`src/rtl/core/txcon_pkg.sv`:
```
// Shared types and constants for the text console writer.
// Holds field widths, character codes, op codes, controller states and the
// command/status structs between controller and datapath. No dependencies.
package txcon_pkg;

  localparam int SCREEN_COLS_DEF = 80;
  localparam int SCREEN_ROWS_DEF = 25;

  localparam int OP_W   = 2;
  localparam int CHAR_W = 8;
  localparam int ATTR_W = 8;
  localparam int COL_W  = 7;
  localparam int ROW_W  = 5;

  localparam logic [CHAR_W-1:0] CH_LINE_FEED  = 8'h0a;
  localparam logic [CHAR_W-1:0] CH_CARRIAGE   = 8'h0d;
  localparam logic [ATTR_W-1:0] ATTR_RESET    = 8'h07;

  typedef enum logic [OP_W-1:0] {
    OP_PUT   = 2'd0,
    OP_CLEAR = 2'd1,
    OP_MOVE  = 2'd2,
    OP_READ  = 2'd3
  } op_t;

  typedef enum logic [1:0] {
    ST_INIT,
    ST_IDLE,
    ST_EXEC,
    ST_WALK
  } state_t;

  typedef struct packed {
    logic capture;
    logic put_cell;
    logic adv_col;
    logic new_line;
    logic set_cursor;
    logic read_cell;
    logic clear_all;
    logic walk_step;
    logic finish;
  } cmd_t;

  typedef struct packed {
    op_t  op;
    logic newline_char;
    logic at_last_col;
    logic at_last_row;
    logic walk_last;
  } status_t;

endpackage

```
`src/rtl/core/txcon_ctrl.sv`:
```
// Controller state machine for the text console writer.
// Depends on txcon_pkg; drives cmd_t to txcon_dp and reads its status_t.
module txcon_ctrl (
  input  logic               clk,
  input  logic               rst,
  input  logic               start,
  input  txcon_pkg::status_t status,
  output txcon_pkg::cmd_t    cmd,
  output logic               busy
);
  import txcon_pkg::*;

  state_t state, state_next;

  always_ff @(posedge clk) begin
    if (rst) begin
      state <= ST_INIT;
    end else begin
      state <= state_next;
    end
  end

  always_comb begin
    state_next = state;
    cmd        = '0;
    busy       = 1'b1;
    unique case (state)
      ST_INIT: begin
        // power-up wipe of the screen store, no result
        cmd.walk_step = 1'b1;
        if (status.walk_last) begin
          state_next = ST_IDLE;
        end
      end
      ST_IDLE: begin
        busy = 1'b0;
        if (start) begin
          cmd.capture = 1'b1;
          state_next  = ST_EXEC;
        end
      end
      ST_EXEC: begin
        state_next = ST_IDLE;
        unique case (status.op)
          OP_PUT: begin
            if (status.newline_char) begin
              cmd.new_line = 1'b1;
            end else begin
              cmd.put_cell = 1'b1;
              cmd.adv_col  = 1'b1;
              cmd.new_line = status.at_last_col;
            end
            // a new line off the bottom row scrolls: wipe the recycled row
            if (cmd.new_line && status.at_last_row) begin
              state_next = ST_WALK;
            end else begin
              cmd.finish = 1'b1;
            end
          end
          OP_CLEAR: begin
            cmd.clear_all = 1'b1;
            state_next    = ST_WALK;
          end
          OP_MOVE: begin
            cmd.set_cursor = 1'b1;
            cmd.finish     = 1'b1;
          end
          OP_READ: begin
            cmd.read_cell = 1'b1;
            cmd.finish    = 1'b1;
          end
          default: begin
            cmd.finish = 1'b1;
          end
        endcase
      end
      ST_WALK: begin
        cmd.walk_step = 1'b1;
        if (status.walk_last) begin
          cmd.finish = 1'b1;
          state_next = ST_IDLE;
        end
      end
      default: begin
        state_next = ST_INIT;
      end
    endcase
  end

endmodule

```
`config.mk`:
```
export PLATFORM = sky130hd
export DESIGN_NAME = txcon_ctrl
export DESIGN_NICKNAME = d
export VERILOG_FILES = /design/src/rtl/core/txcon_pkg.sv /design/src/rtl/core/txcon_ctrl.sv
export SDC_FILE = /design/constraint.sdc
export NUM_CORES = 1
export LEC_CHECK = 0
export BUFFER_PORTS_ARGS = -buffer_cell sky130_fd_sc_hd__buf_2
export CAP_MARGIN = 25
export CELL_PAD_IN_SITES_DETAIL_PLACEMENT = 0
export CELL_PAD_IN_SITES_GLOBAL_PLACEMENT = 1
export CORE_AREA = 2 2 39 41
export DETAILED_ROUTE_END_ITERATION = 8
export DIE_AREA = 0 0 41 43
export GPL_TIMING_DRIVEN = 0
export PLACE_DENSITY_LB_ADDON = 0.1
export SYNTH_ARGS = -nofsm -noshare
export SYNTH_HDL_FRONTEND = slang
export SYNTH_SLANG_ARGS = --single-unit
```
`constraint.sdc`:
```
create_clock -name clk -period 2.31 [get_ports clk]
set_input_delay 0.1155 -clock clk [delete_from_list [all_inputs] [get_ports clk]]
set_output_delay 0.1155 -clock clk [all_outputs]
set_load 0.03 [all_outputs]
```
==> metrics.txt, run 1 <==
H-tree depth 1; P_leak 0.2102 nW; P_sw 199.5 uW; clk sinks 2; Vias 285; Top Metal Used met4; Starting Density 16.73%; critical path required time 2.19 ns; Resized cells post-CTS 0; CTS root buffer clkbuf_4; Synth area leader dfxtp_1; Fin. Hold Viols 0; P_int 194.7 uW; Power Dens Cells 1083 nW/um^2; VDD IR max 354.9 uV; Ports 19; dpl ws 0.7006 ns; met1 wire length 258 um; postcts setup bufs 0; unrepaired setup endpoints after global routing false; max cap viols 0; hold slack 0.07603 ns; Switching Fraction 50.62%; Clk pwr share 20.8%; DIE HEIGHT 43 um; Final Net Count 68; DPL Wire Length 548.8 um; Ant. Diodes 0; largest buffer count on any clock path 2; setup violators final 0; Worst-path clk slew 0.03 ns; row count 14; Synth Cell Area 231.5 um^2; clk_lat worst skew 0.23 ns; CTS buffer count 3; share of cells above drive strength 1 44.44%; number of synthesized register bits 2; Slew headroom 80.13%; WL met3 49 um; total gr overflow 0; IO Port Bufs 18; die area 1763 um^2; met2 wire length 348 um; Unique masters post-synth 18; Flop pwr share 16.2%; first drt pass iteration count 2; DRC viols 0; skew final 0.006747 ns; # hold bufs at CTS 0; status finished clean; placed cells 67; CTS tree done; Final GP Congestion 0.7293; Syn Area/Cell 7.014 um^2; synthesis warning total 0; TNS Setup 0 ns; Non-Filler Instances 70; WL/cell 9.671 um; Vias per Instance 4.071; Yosys top cell area share 17.30%; pin count of the biggest net entering global routing 7; Max Clock Freq 545.4 MHz; Setup crit start kind register; Setup CP Type register to output pin; global-route wire length before repair 952 um; final WL 677 um; syn_nets 45; Crit Path Max Fanout 4; Core ar. 1384 um^2; biggest regs state: 2 flops; starting DRC count in detailed routing 3; Synth Instances 33; setup ws final 0.4766 ns; Worst setup EP type output pin; Post-DRT Antenna Nets 0; Overall Global Routing Usage 8.517%; min cycle time layout 1.833 ns; Seq/Total Area, Yosys 17.30%; Least-Margin Pin Slew 0.2975 ns; Hold Path Class primary input to register; Area contributors post-synth dfxtp_1 (17%), ha_1 (16%), inv_1 (8.1%), nor2_1 (8.1%), a2111oi_2 (6.5%); max reg flops 2; initial antenna violation count 0; data arrival time of the critical path 1.72 ns; combinational share of power 63.1%; most flop-heavy register state; vias in the first global route 241; die width 41 um; Final Slew Violations 0; Area Growth Syn to Fin 57.30%; Final Cycle Share 79.37%
## metrics by stage
stage	power (mW)	utilization [%]	cell area, um^2
floorplan	0.2524	-	231.5
detailed placement	0.3169	24.68	341.6
finish	0.3942	26.31	364.1
global route	0.4277	26.31	364.1
global placement	0.3142	24.68	341.6
CTS	0.4056	26.31	364.1
## cell type report
type / instances / area (um^2)
Buffer: 1 / 7.507
Clock buffer: 3 / 22.52
Fill cell: 158 / 1020
Inverter: 6 / 22.52
Multi-Input combinational cell: 24 / 161.4
Sequential cell: 2 / 40.04
Tap cell: 16 / 20.02
Timing Repair Buffer: 18 / 90.09
## cell families after synthesis
group / Yosys count / share of synthesized area, %
AOI/OAI and AO/OA: 5 / 18.37
adders and majority gates: 3 / 16.22
buffers and inverters: 7 / 12.97
DFF: 2 / 17.30
and+or+nand+nor: 16 / 35.14
## routing by layer
metal / track usage (%) / up-vias
li1: - / 151
met1: 8.307 / 122
met2: 12.81 / 10
met3: 3.141 / 2
met4: 8.000 / 0
met5: 0 / -
## synth_stat cells
| master | count |
|---|---|
| a2111oi_2 | 1 |
| a21oi_1 | 1 |
| and3_1 | 2 |
| buf_4 | 1 |
| dfxtp_1 | 2 |
| ha_1 | 3 |
| inv_1 | 5 |
| inv_2 | 1 |
| nand2_1 | 2 |
| nand2b_1 | 2 |
| nor2_1 | 5 |
| nor2b_1 | 2 |
| nor3_1 | 1 |
| o21ai_0 | 1 |
| o221ai_1 | 1 |
| o2bb2ai_1 | 1 |
| or2_1 | 1 |
| or3_1 | 1 |
## worst paths after layout
kind | from | cells past startpoint | slack, ns | to
worst max-delay path | state[0] | 7 | 0.48 | cmd[7]
worst min-delay path | rst | 2 | 0.08 | state[0]
worst max register to register | state[0] | 5 | 0.83 | state[1]
worst min register to register | state[0] | 2 | 0.52 | state[0]
## cell usage in the layout (no fill, tap or decap), types with 2 or more instances in the layout
| master | synthesis | routed |
|---|---|---|
| inv_1 | 5 | 5 |
| ha_1 | 3 | 3 |
| nor2b_1 | 2 | 2 |
| buf_2 | 0 | 18 |
| nor2_1 | 5 | 5 |
| and3_1 | 2 | 2 |
| nand2_1 | 2 | 2 |
| nand2b_1 | 2 | 2 |
| clkbuf_4 | 0 | 3 |
| dfxtp_1 | 2 | 2 |
## power by group through the flow
stage | clock (mW) | sequential, mW | combinational [mW]
floorplan | 0 | 0.0602 | 0.192
global placement | 0 | 0.0645 | 0.250
detailed placement | 0 | 0.0644 | 0.252
CTS | 0.0884 | 0.0638 | 0.253
global route | 0.0891 | 0.0665 | 0.272
finish | 0.0819 | 0.0638 | 0.249
## worst max-delay path, cell delays in order, from the launching register on
cell and delay [ns]:
dfxtp_1 0.33, inv_1 0.06, ha_1 0.20, inv_2 0.07, or3_1 0.39, nor2_1 0.13
buf_4 0.12, buf_2 0.18
(Power assumes the default switching activity.)
==> run 2, diff against run 1 <==
==> constraint.sdc (replaced) <==
create_clock -name clk -period 1.55 [get_ports clk]
set_input_delay 0.0775 -clock clk [delete_from_list [all_inputs] [get_ports clk]]
set_output_delay 0.0775 -clock clk [all_outputs]
set_load 0.03 [all_outputs]
==> run 2 against run 1 <==
  * Combinational power up 78%
  * Highest routed layer is now met3
  * Largest cell class unchanged
  * Critical endpoint unchanged
  * Sequential share of layout area decreased by 0.22 points
  * First-iteration DRC count down 67%
  * Utilization up 3.9 points
  * Hold slack worse by 0.034 ns
  * Count of clock-buffer cells in the layout stayed put
==> metrics.txt, run 2 (synthesis results as in run 1) <==
status finished clean (unchanged); Crit Path Max Fanout 4 (unchanged); Pwr Total 661.1 uW (was 394.2 uW); Final Cycle Share 98.47%; setup violators final 0 (unchanged); die width 41 um (unchanged); unrepaired setup endpoints after global routing true (was false); DIE HEIGHT 43 um (unchanged); clk sinks 2 (unchanged); Ports 19 (unchanged); total gr overflow 0 (unchanged); vias in the first global route 284 (was 241); min cycle time layout 1.526 ns; final WL 665 um (was 677 um); Non-Filler Instances 72 (was 70); TNS Setup 0 ns (unchanged); Final GP Congestion 0.7542 (was 0.7293); CTS tree done (unchanged); Final Net Count 70 (was 68); critical path required time 1.47 ns (was 2.19 ns); most flop-heavy register state (unchanged); Top Metal Used met3 (was met4); Vias per Instance 4.250 (was 4.071); Hold Crit Depth 2 (unchanged); largest buffer count on any clock path 2 (unchanged); Vias 306 (was 285); Max Clock Freq 655.2 MHz; Ant. Diodes 0 (unchanged); hold slack 0.04195 ns (was 0.07603 ns); DRC viols 0 (unchanged); max reg flops 2 (unchanged); WL met3 50 um (was 49 um); reg2reg setup slack 0.28 ns (was 0.83 ns); final core occ 30.20% (was 26.31%); reg2reg path depth 6 (was 5); Post-DRT Antenna Nets 0 (unchanged); DPL Wire Length 538.8 um (was 548.8 um); placed cells 67 (unchanged); RR Startpoint state[1] (was state[0]); Final Slew Violations 0 (unchanged); Setup crit start kind register (unchanged); reg2reg end state[1] (unchanged); Core ar. 1384 um^2 (unchanged); biggest regs state: 2 flops (unchanged); VDD IR max 460.0 uV (was 354.9 uV); Overall Global Routing Usage 9.510% (was 8.517%); clk_lat worst skew 0.23 ns (about the same); crit path cell chain inv_2, ha_4, inv_2, or3_4, nor2_4, buf_4, buf_6 (was inv_1, ha_1, inv_2, or3_1, nor2_1, buf_4, buf_2); commonest non-fill, non-tap cell in the layout buf_2 (unchanged); Slew headroom 79.22% (was 80.13%); Worst-path clk slew 0.03 ns (about the same); Area Growth Syn to Fin 80.54% (was 57.30%); Fin. Hold Viols 0 (unchanged); most frequent cells in the layout buf_2 (16), inv_1 (4), nor2_1 (4), buf_4 (4), clkbuf_4 (3) (was buf_2 (18), inv_1 (5), nor2_1 (5)); pin count of the biggest net entering global routing 7 (unchanged); delay of the slowest critical-path stage 0.38 ns (was 0.39 ns); CTS buffer count 3 (unchanged); # hold bufs at CTS 0 (unchanged); Worst setup EP type output pin (unchanged); CTS root buffer clkbuf_4 (unchanged); Setup CP Type register to output pin (unchanged); initial antenna violation count 0 (unchanged); critical path's slowest cell or3_4 (was or3_1); row count 14 (unchanged); met2 wire length 378 um (was 348 um); IO Port Bufs 18 (unchanged); Least-Margin Pin Slew 0.3110 ns (was 0.2975 ns); first drt pass iteration count 2 (unchanged); Power Dens Cells 1582 nW/um^2 (was 1083 nW/um^2); skew final 0.002977 ns (was 0.006747 ns); H-tree depth 1 (unchanged); Worst Hold End state[0] (unchanged); met1 wire length 236 um (was 258 um); hold_sp rst (unchanged); global-route wire length before repair 1117 um (was 952 um); Starting Density 16.73% (unchanged); die area 1763 um^2 (unchanged); Hold Path Class primary input to register (unchanged); dpl ws 0.007122 ns (was 0.7006 ns); max cap viols 0 (unchanged); data arrival time of the critical path 1.45 ns (was 1.72 ns); P_leak 0.2230 nW (was 0.2102 nW); DP Area 349.1 um^2 (was 341.6 um^2); post-route cell area 417.9 um^2 (was 364.1 um^2); setup ws final 0.02375 ns (was 0.4766 ns); Worst path most repeated cell inv_2; WL/cell 9.236 um (was 9.671 um); share of cells above drive strength 1 57.14% (was 44.44%); starting DRC count in detailed routing 1 (was 3)
run 2: routing by layer:
metal | vias to the layer above | global-route usage (%)
met5 | - | 0
met4 | 0 | 6.000
met3 | 0 | 3.141
met2 | 8 | 15.63
met1 | 143 | 9.554
li1 | 155 | -
run 2: critical path, delay by kind of cell, from the launching register on:
family	cells	cell delay [ns]
fa+ha+maj	1	0.13
flops	1	0.31
buf+inv	4	0.34
simple gates	2	0.47
run 2: repair_timing:
item / 4_1_cts / 5_1_grt
endpoints found under the setup margin: 3 / 3
gates resized for setup: 9 / 2
setup buffers: 2 / 0
hold endpoints to repair: 0 / 0
pin swaps: 2 / 0
run 2: how the worst max path moves through the flow:
| stage | start | end | slack (ns) | cells after the start |
|---|---|---|---|---|
| final | state[0] | cmd[7] | 0.02 | 7 |
| after global routing | state[0] | cmd[7] | -0.06 | 7 |
| after CTS | state[0] | cmd[7] | 0.005 | 7 |
| after detailed placement | state[0] | cmd[7] | 0.007 | 7 |
| after global placement | state[1] | cmd[7] | 0.01 | 6 |
| after floorplan | state[0] | cmd[5] | 0.02 | 5 |
run 2: cell type report:
class                   instances  area [um^2]
fillers                       155        965.9
plain buffers                   1        7.507
well taps                      16        20.02
multi-input cells              24        186.4
clock buffers                   3        22.52
inverters                       6        22.52
repair buffers                 20        113.9
flip-flops and latches          2        45.04
run 2: report_power, final:
| group | internal [mW] | switching (mW) | leakage [nW] |
|---|---|---|---|
| sequential | 0.0819 | 0.0181 | 0.0175 |
| combinational | 0.182 | 0.262 | 0.192 |
| clock | 0.0856 | 0.0316 | 0.0138 |
